==> config.mk <==
export PLATFORM = sky130hd
export DESIGN_NAME = mqts_ctrl
export DESIGN_NICKNAME = d
export VERILOG_FILES = /design/src/hw/rtl/mqts_pkg.sv /design/src/hw/rtl/mqts_ctrl.sv
export SDC_FILE = /design/constraint.sdc
export NUM_CORES = 1
export LEC_CHECK = 0
export BUFFER_PORTS_ARGS = -buffer_cell sky130_fd_sc_hd__buf_2
export CORE_AREA = 2 2 39 41
export CTS_CLUSTER_SIZE = 40
export DETAILED_ROUTE_END_ITERATION = 12
export DIE_AREA = 0 0 41 43
export SKIP_LAST_GASP = 1
export SLEW_MARGIN = 20
export SYNTH_ARGS = -nofsm -noshare
export SYNTH_HDL_FRONTEND = slang
export SYNTH_SLANG_ARGS = --single-unit
export TNS_END_PERCENT = 20
==> constraint.sdc <==
create_clock -name clk -period 3.8 [get_ports clk]
set_clock_uncertainty 0.05 [all_clocks]
set_input_delay 0.38 -clock clk [delete_from_list [all_inputs] [get_ports clk]]
set_output_delay 0.38 -clock clk [all_outputs]
set_load 0.005 [all_outputs]
==> src/hw/rtl/mqts_pkg.sv <==
// ----------------------------------------------------------------------------
// mqts_pkg
// Shared types, codes and helpers for the two-stack minimum queue.
// ----------------------------------------------------------------------------
package mqts_pkg;

	// operation codes carried in a request beat
	localparam logic [1:0] OP_QUERY = 2'd0;
	localparam logic [1:0] OP_ENQ   = 2'd1;
	localparam logic [1:0] OP_DEQ   = 2'd2;
	localparam logic [1:0] OP_CLEAR = 2'd3;

	// status codes carried in a response beat
	localparam logic [1:0] STS_OK    = 2'd0;
	localparam logic [1:0] STS_EMPTY = 2'd1;
	localparam logic [1:0] STS_FULL  = 2'd2;

	// minimum reported by an empty queue
	localparam logic signed [31:0] EMPTY_MIN = 32'sh7FFF_FFFF;

	typedef struct packed {
		logic [1:0]         op;
		logic signed [31:0] value;
	} req_beat_t;

	typedef struct packed {
		logic [1:0]         status;
		logic signed [31:0] popped_value;
		logic [11:0]        item_count;
		logic signed [31:0] front_value;
		logic signed [31:0] min_value;
		logic               is_empty;
	} rsp_beat_t;

	typedef enum logic [2:0] {
		S_IDLE,
		S_XFER,
		S_POP,
		S_REFILL,
		S_FINISH
	} state_t;

	// controller to datapath
	typedef struct packed {
		logic exec;    // request accepted: act on its op
		logic xfer;    // one step of the stack transfer
		logic pop;     // pop the output stack
		logic refill;  // capture the new output top from memory
		logic finish;  // load the response register
	} cmd_t;

	// datapath to controller
	typedef struct packed {
		logic in_zero;
		logic out_zero;
		logic out_one;
		logic xfer_done;
		logic rsp_free;
	} sts_t;

	function automatic logic signed [31:0] smin(input logic signed [31:0] a,
	                                            input logic signed [31:0] b);
		return (a < b) ? a : b;
	endfunction

endpackage

==> src/hw/rtl/mqts_ctrl.sv <==
// ----------------------------------------------------------------------------
// mqts_ctrl
// Sequencer: accepts one request beat at a time and steps the datapath
// through transfer, pop, refill and response.
// ----------------------------------------------------------------------------
module mqts_ctrl
	import mqts_pkg::*;
(
	input  logic      clk,
	input  logic      arst_n,
	input  logic      req_valid,
	input  logic [1:0] req_op,
	output logic      req_stall,
	input  sts_t      sts,
	output cmd_t      cmd
);

	state_t state_q, state_d;

	// state register
	always_ff @(posedge clk or negedge arst_n) begin
		if (!arst_n) begin
			state_q <= S_IDLE;
		end else begin
			state_q <= state_d;
		end
	end

	// next state and commands
	always_comb begin
		state_d   = state_q;
		cmd       = '0;
		req_stall = 1'b1;
		unique case (state_q)
			S_IDLE: begin
				req_stall = 1'b0;
				if (req_valid) begin
					cmd.exec = 1'b1;
					if (req_op == OP_DEQ && !(sts.in_zero && sts.out_zero)) begin
						state_d = sts.out_zero ? S_XFER : S_POP;
					end else begin
						state_d = S_FINISH;
					end
				end
			end
			S_XFER: begin
				if (sts.xfer_done) begin
					state_d = S_POP;
				end else begin
					cmd.xfer = 1'b1;
				end
			end
			S_POP: begin
				cmd.pop = 1'b1;
				state_d = sts.out_one ? S_FINISH : S_REFILL;
			end
			S_REFILL: begin
				cmd.refill = 1'b1;
				state_d    = S_FINISH;
			end
			S_FINISH: begin
				if (sts.rsp_free) begin
					cmd.finish = 1'b1;
					state_d    = S_IDLE;
				end
			end
			default: begin
				state_d = S_IDLE;
			end
		endcase
	end

endmodule

==> results_dict.tcl, run 1 <==
set metrics [dict create \
    dpl.hpwl_um 531.5 \
    cts_made_buffers 3 \
    total_power_w 0.0001931 \
    worst_pin_slew_ps 286.6 \
    holdPathStages 2 \
    max_freq_mhz 585.6 \
    grt_usage 0.07136 \
    vias 286 \
    placementRows 14 \
    cts_num_sinks 3 \
    yosysUniqueCellTypes 19 \
    status "finished clean" \
    start_util 0.1917 \
    regToRegSetupSlack_ps 2500 \
    worstSetupStartpointType "register" \
    avgSynthCellArea_um2 8.557 \
    first_pass_iters 4 \
    required_ps 3370 \
    die_x_um 41 \
    area_growth_pct 45.28 \
    worstSetupEndpointType "primary output" \
    fillers 162 \
    cts_setup_buffers 0 \
    stdcell_count 66 \
    period_minus_slack_ps 1708 \
    n_antenna_cell 0 \
    drc 0 \
    core_um2 1384 \
    yosys_warnings 0 \
    gp_congestion 0.6589 \
    clock-root-buffer "clkbuf_4" \
    clk_path_buf_depth 2 \
    regMostFlops "state_q" \
    relSlewSlack 0.8089 \
    wl_um 646 \
    clk_pin_slew_ps 40 \
    leakagePower_nw 0.1944 \
    final_common_cell "buf_2" \
    syn-instance-count 31 \
    drt_iter0_drc 4 \
    maxCapViolations 0 \
    seq_area_um2 75.07 \
    top_regs "state_q (3)" \
    die_h_um 43 \
    final_cell_mix "buf_2 (15), nor2_1 (6), nand2_1 (3), clkbuf_4 (3), dfrtp_1 (3)" \
    hp-class "input pin to register" \
    cts_resized 0 \
    critPathKind "register to primary output" \
    htreeDepth 1 \
    dp.cells 61 \
    drive_above_1_share 0.5200 \
    num_io_pins 16 \
    grt_start_max_net_pins 9 \
    ir_worst_vdd_v 0.0001672 \
    die_area_um2 1763 \
    grt_pass1_vias 222 \
    hold_violations 0 \
    wl_per_cell_um 9.788 \
    antenna_found_initial 0 \
    rsz0062_at_grt "no" \
    fin_nets 61 \
    setup_viol 0 \
    period_share 0.4494 \
    clk_latency_ps 230 \
    multiInputGateArea_um2 171.4 \
    yosysSeqAreaShare 0.2830 \
    setup_tns_ps 0 \
    viasPerCell 4.333 \
    overflow 0 \
    arrival_ps 1280 \
    largest_reg_flops 3 \
    syn_area_um2 265.3 \
    cts_tree "done" \
    synth_fp_nets 41 \
    synth.ff_latch_count 3 \
    detail-route-antenna-nets 0 \
    grt_pass1_wl_um 883 \
    power_density_nw_per_um2 501.0 \
    critPathMaxFanout 8 \
    slew_violations 0 \
    worstRegToRegCells 3 \
    io_buffers 15 \
]
metal layers:
metal,GRT usage,up-vias,part of all wire
met3,0,0,0.084
met4,0.04000,0,0
li1,-,147,-
met1,0.1097,126,0.45
met5,0,-,0
met2,0.09688,13,0.46
cell type report:
class,instances,share of cell area
Clock buffer,4,0.06818
Inverter,2,0.01948
Multi-Input combinational cell,25,0.4448
Sequential cell,3,0.1948
Tap cell,16,0.05195
Timing Repair Buffer,16,0.2208
where the power goes:
part / internal, W / switching [W]
Sequential: 0.0000402 / 0.0000170
Combinational: 0.0000427 / 0.0000389
Clock: 0.0000392 / 0.0000150
worst paths after layout:
kind,startpoint,endpoint
max in group asynchronous,arst_n,state_q[2]
hold reg to reg,state_q[2],state_q[2]
min in group asynchronous,arst_n,state_q[1]
setup reg to reg,state_q[0],state_q[2]
setup / recovery,state_q[0],cmd[3]
hold / removal,sts[0],state_q[2]
cells in the mapped netlist, drive strengths merged:
| cell type | number | share of area |
|---|---|---|
| a21oi | 1 | 0.019 |
| and2 | 1 | 0.024 |
| and3 | 1 | 0.024 |
| buf | 1 | 0.042 |
| dfrtp | 3 | 0.28 |
| inv | 2 | 0.028 |
| mux2 | 1 | 0.057 |
| nand2 | 3 | 0.042 |
| nand2b | 2 | 0.057 |
| nand3b | 1 | 0.028 |
| nand4bb | 1 | 0.042 |
| nor2 | 6 | 0.085 |
| nor3 | 1 | 0.038 |
| nor4 | 1 | 0.047 |
| o21ai | 2 | 0.038 |
| o21bai | 2 | 0.085 |
| o22ai | 1 | 0.024 |
| o32a | 1 | 0.038 |
repair_timing:
| item | 4_1_cts | 5_1_grt |
|---|---|---|
| hold endpoints to repair | 3 | 0 |
| hold buffers | 1 | 0 |
| endpoints found under the setup margin | 0 | 0 |
kinds of logic (layout without fill, tap and decap cells):
| group | count (synthesis) | after routing | synth area share |
|---|---|---|---|
| AO/OA/AOI/OAI | 7 | 7 | 0.2028 |
| buffers and inverters | 3 | 22 | 0.07076 |
| flip-flops | 3 | 3 | 0.2830 |
| multiplexers | 1 | 1 | 0.05659 |
| AND/OR/NAND/NOR | 17 | 17 | 0.3868 |
worst max-delay path: stages, from the launching register on:
cell and delay [ps]:
dfrtp_1 500, inv_2 70, nor4_2 320, buf_2 170
metrics by stage:
stage               hold WS, ps  setup slack (ps)  cell area, um^2    util
CTS                       315.2              2070            385.4  0.2785
detailed placement        128.9              2333            349.1  0.2523
finish                    319.2              2092            385.4  0.2785
global placement          126.7              2343            349.1  0.2523
global route              326.7              2004            385.4  0.2785
floorplan                 34.41              2502            265.3       -
(Power assumes the default switching activity.)
==> run 2, diff against run 1 <==
==> constraint.sdc (replaced) <==
create_clock -name clk -period 1.7 [get_ports clk]
set_clock_uncertainty 0.05 [all_clocks]
set_input_delay 0.17 -clock clk [delete_from_list [all_inputs] [get_ports clk]]
set_output_delay 0.17 -clock clk [all_outputs]
set_load 0.005 [all_outputs]
==> results_dict.tcl, run 2 (synthesis results as in run 1) <==
set metrics [dict create \
    grt_start_max_net_pins 9 \
    max_freq_mhz 673.0 \
    clk_pin_slew_ps 40 \
    drive_above_1_share 0.5200 \
    fin_nets 61 \
    status "finished clean" \
    wl_per_cell_um 10.45 \
    first_pass_iters 4 \
    required_ps 1480 \
    drc 0 \
    viasPerCell 4.591 \
    clk_path_buf_depth 2 \
    final_cell_mix "buf_2 (15), nor2_1 (6), nand2_1 (3), clkbuf_4 (3), dfrtp_1 (3)" \
    regToRegSetupSlack_ps 410 \
    start_util 0.1917 \
    cts_num_sinks 3 \
    period_share 0.8741 \
    grt_pass1_wl_mm 1.117 \
    n_antenna_cell 0 \
    final_common_cell "buf_2" \
    regMostFlops "state_q" \
    worstSetupEndpointType "primary output" \
    place_area_um2 349.1 \
    clock-root-buffer "clkbuf_4" \
    relSlewSlack 0.8075 \
    postCtsHoldBufs 1 \
    die_h_um 43 \
    cts_tree "done" \
    wl_um 690 \
    critPathMaxFanout 8 \
    worstSetupStartpointType "register" \
    hp-class "input pin to register" \
    cts_setup_buffers 0 \
    gp_congestion 0.6584 \
    leakagePower_nw 0.1944 \
    drt_iter0_drc 9 \
    startpoint "state_q[0]" \
    vias 303 \
    die_x_um 41 \
    setup_tns_ps 0 \
    die_area_um2 1763 \
    top_regs "state_q (3)" \
    period_minus_slack_ps 1486 \
    antenna_found_initial 0 \
    total_power_w 0.0004338 \
    hold_slack_ps 92.60 \
    grt_pass1_vias 254 \
    clk_latency_ps 240 \
    crit_end "cmd[3]" \
    worst_pin_slew_ps 288.7 \
    arrival_ps 1270 \
    critPathKind "register to primary output" \
    detail-route-antenna-nets 0 \
    power_density_nw_per_um2 1126 \
    grt_usage 0.1035 \
    area_growth_pct 45.28 \
    maxCapViolations 0 \
    ir_worst_vdd_v 0.0003538 \
    rsz0062_at_grt "no" \
    io_buffers 15 \
    placementRows 14 \
    largest_reg_flops 3 \
    worstRegToRegCells 3 \
    htreeDepth 1 \
    dpl.hpwl_um 568.3 \
    overflow 0 \
    setup_viol 0 \
    num_io_pins 16 \
    timing.rr.start "state_q[0]" \
    hold_violations 0 \
    design_area_um2 385.4 \
    core_um2 1384 \
    reg2reg_to "state_q[2]" \
    slew_violations 0 \
    cts_resized 0 \
    cts_made_buffers 3 \
]
run 2: cell counts in the layout (fill, tap and decap cells not counted):
Identical to the previous run, type by type.
run 2: worst min-delay path by stage:
stage,endpoint,slack [ps],depth (start not counted),start
final,state_q[2],90,2,sts[0]
after global routing,state_q[2],110,2,sts[0]
after CTS,state_q[2],80,2,sts[0]
after detailed placement,state_q[0],-80,1,arst_n
after global placement,state_q[1],-80,1,arst_n
after floorplan,state_q[0],-180,0,arst_n
run 2: worst max-delay path: stages, from the launching register on:
cell     delay, ps
dfrtp_1        500
inv_2           70
nor4_2         300
buf_2          160
run 2: per-layer routing:
metal | vias up | GRT usage | routed length, um
met5 | - | 0 | 0
met4 | 0 | 0.1000 | 18
met3 | 4 | 0.04712 | 79
met2 | 19 | 0.1281 | 329
met1 | 132 | 0.1226 | 263
li1 | 148 | - | -
run 2: report_power, final:
part           internal, W  switching [W]  total [W]  leakage (nW)
sequential       0.0000899      0.0000358   0.000126        0.0401
clock            0.0000881      0.0000392   0.000127        0.0150
combinational    0.0000955      0.0000853   0.000181         0.139
total             0.000273       0.000160   0.000434         0.194
run 2: final cells by class:
type,count,area [um^2]
inverters,2,7.507
multi-input cells,25,171.4
clock buffers,4,26.28
flip-flops and latches,3,75.07
repair buffers,16,85.08
fillers,163,998.5
well taps,16,20.02
run 2: per-stage QoR:
stage	worst slack [ps]	instances	utilization
3_5_place_dp	408.4	61	0.2523
6_report	214.1	66	0.2785
2_1_floorplan	504.9	31	-
3_3_place_gp	426.2	61	0.2523
5_1_grt	120.0	66	0.2785
4_1_cts	188.0	66	0.2785
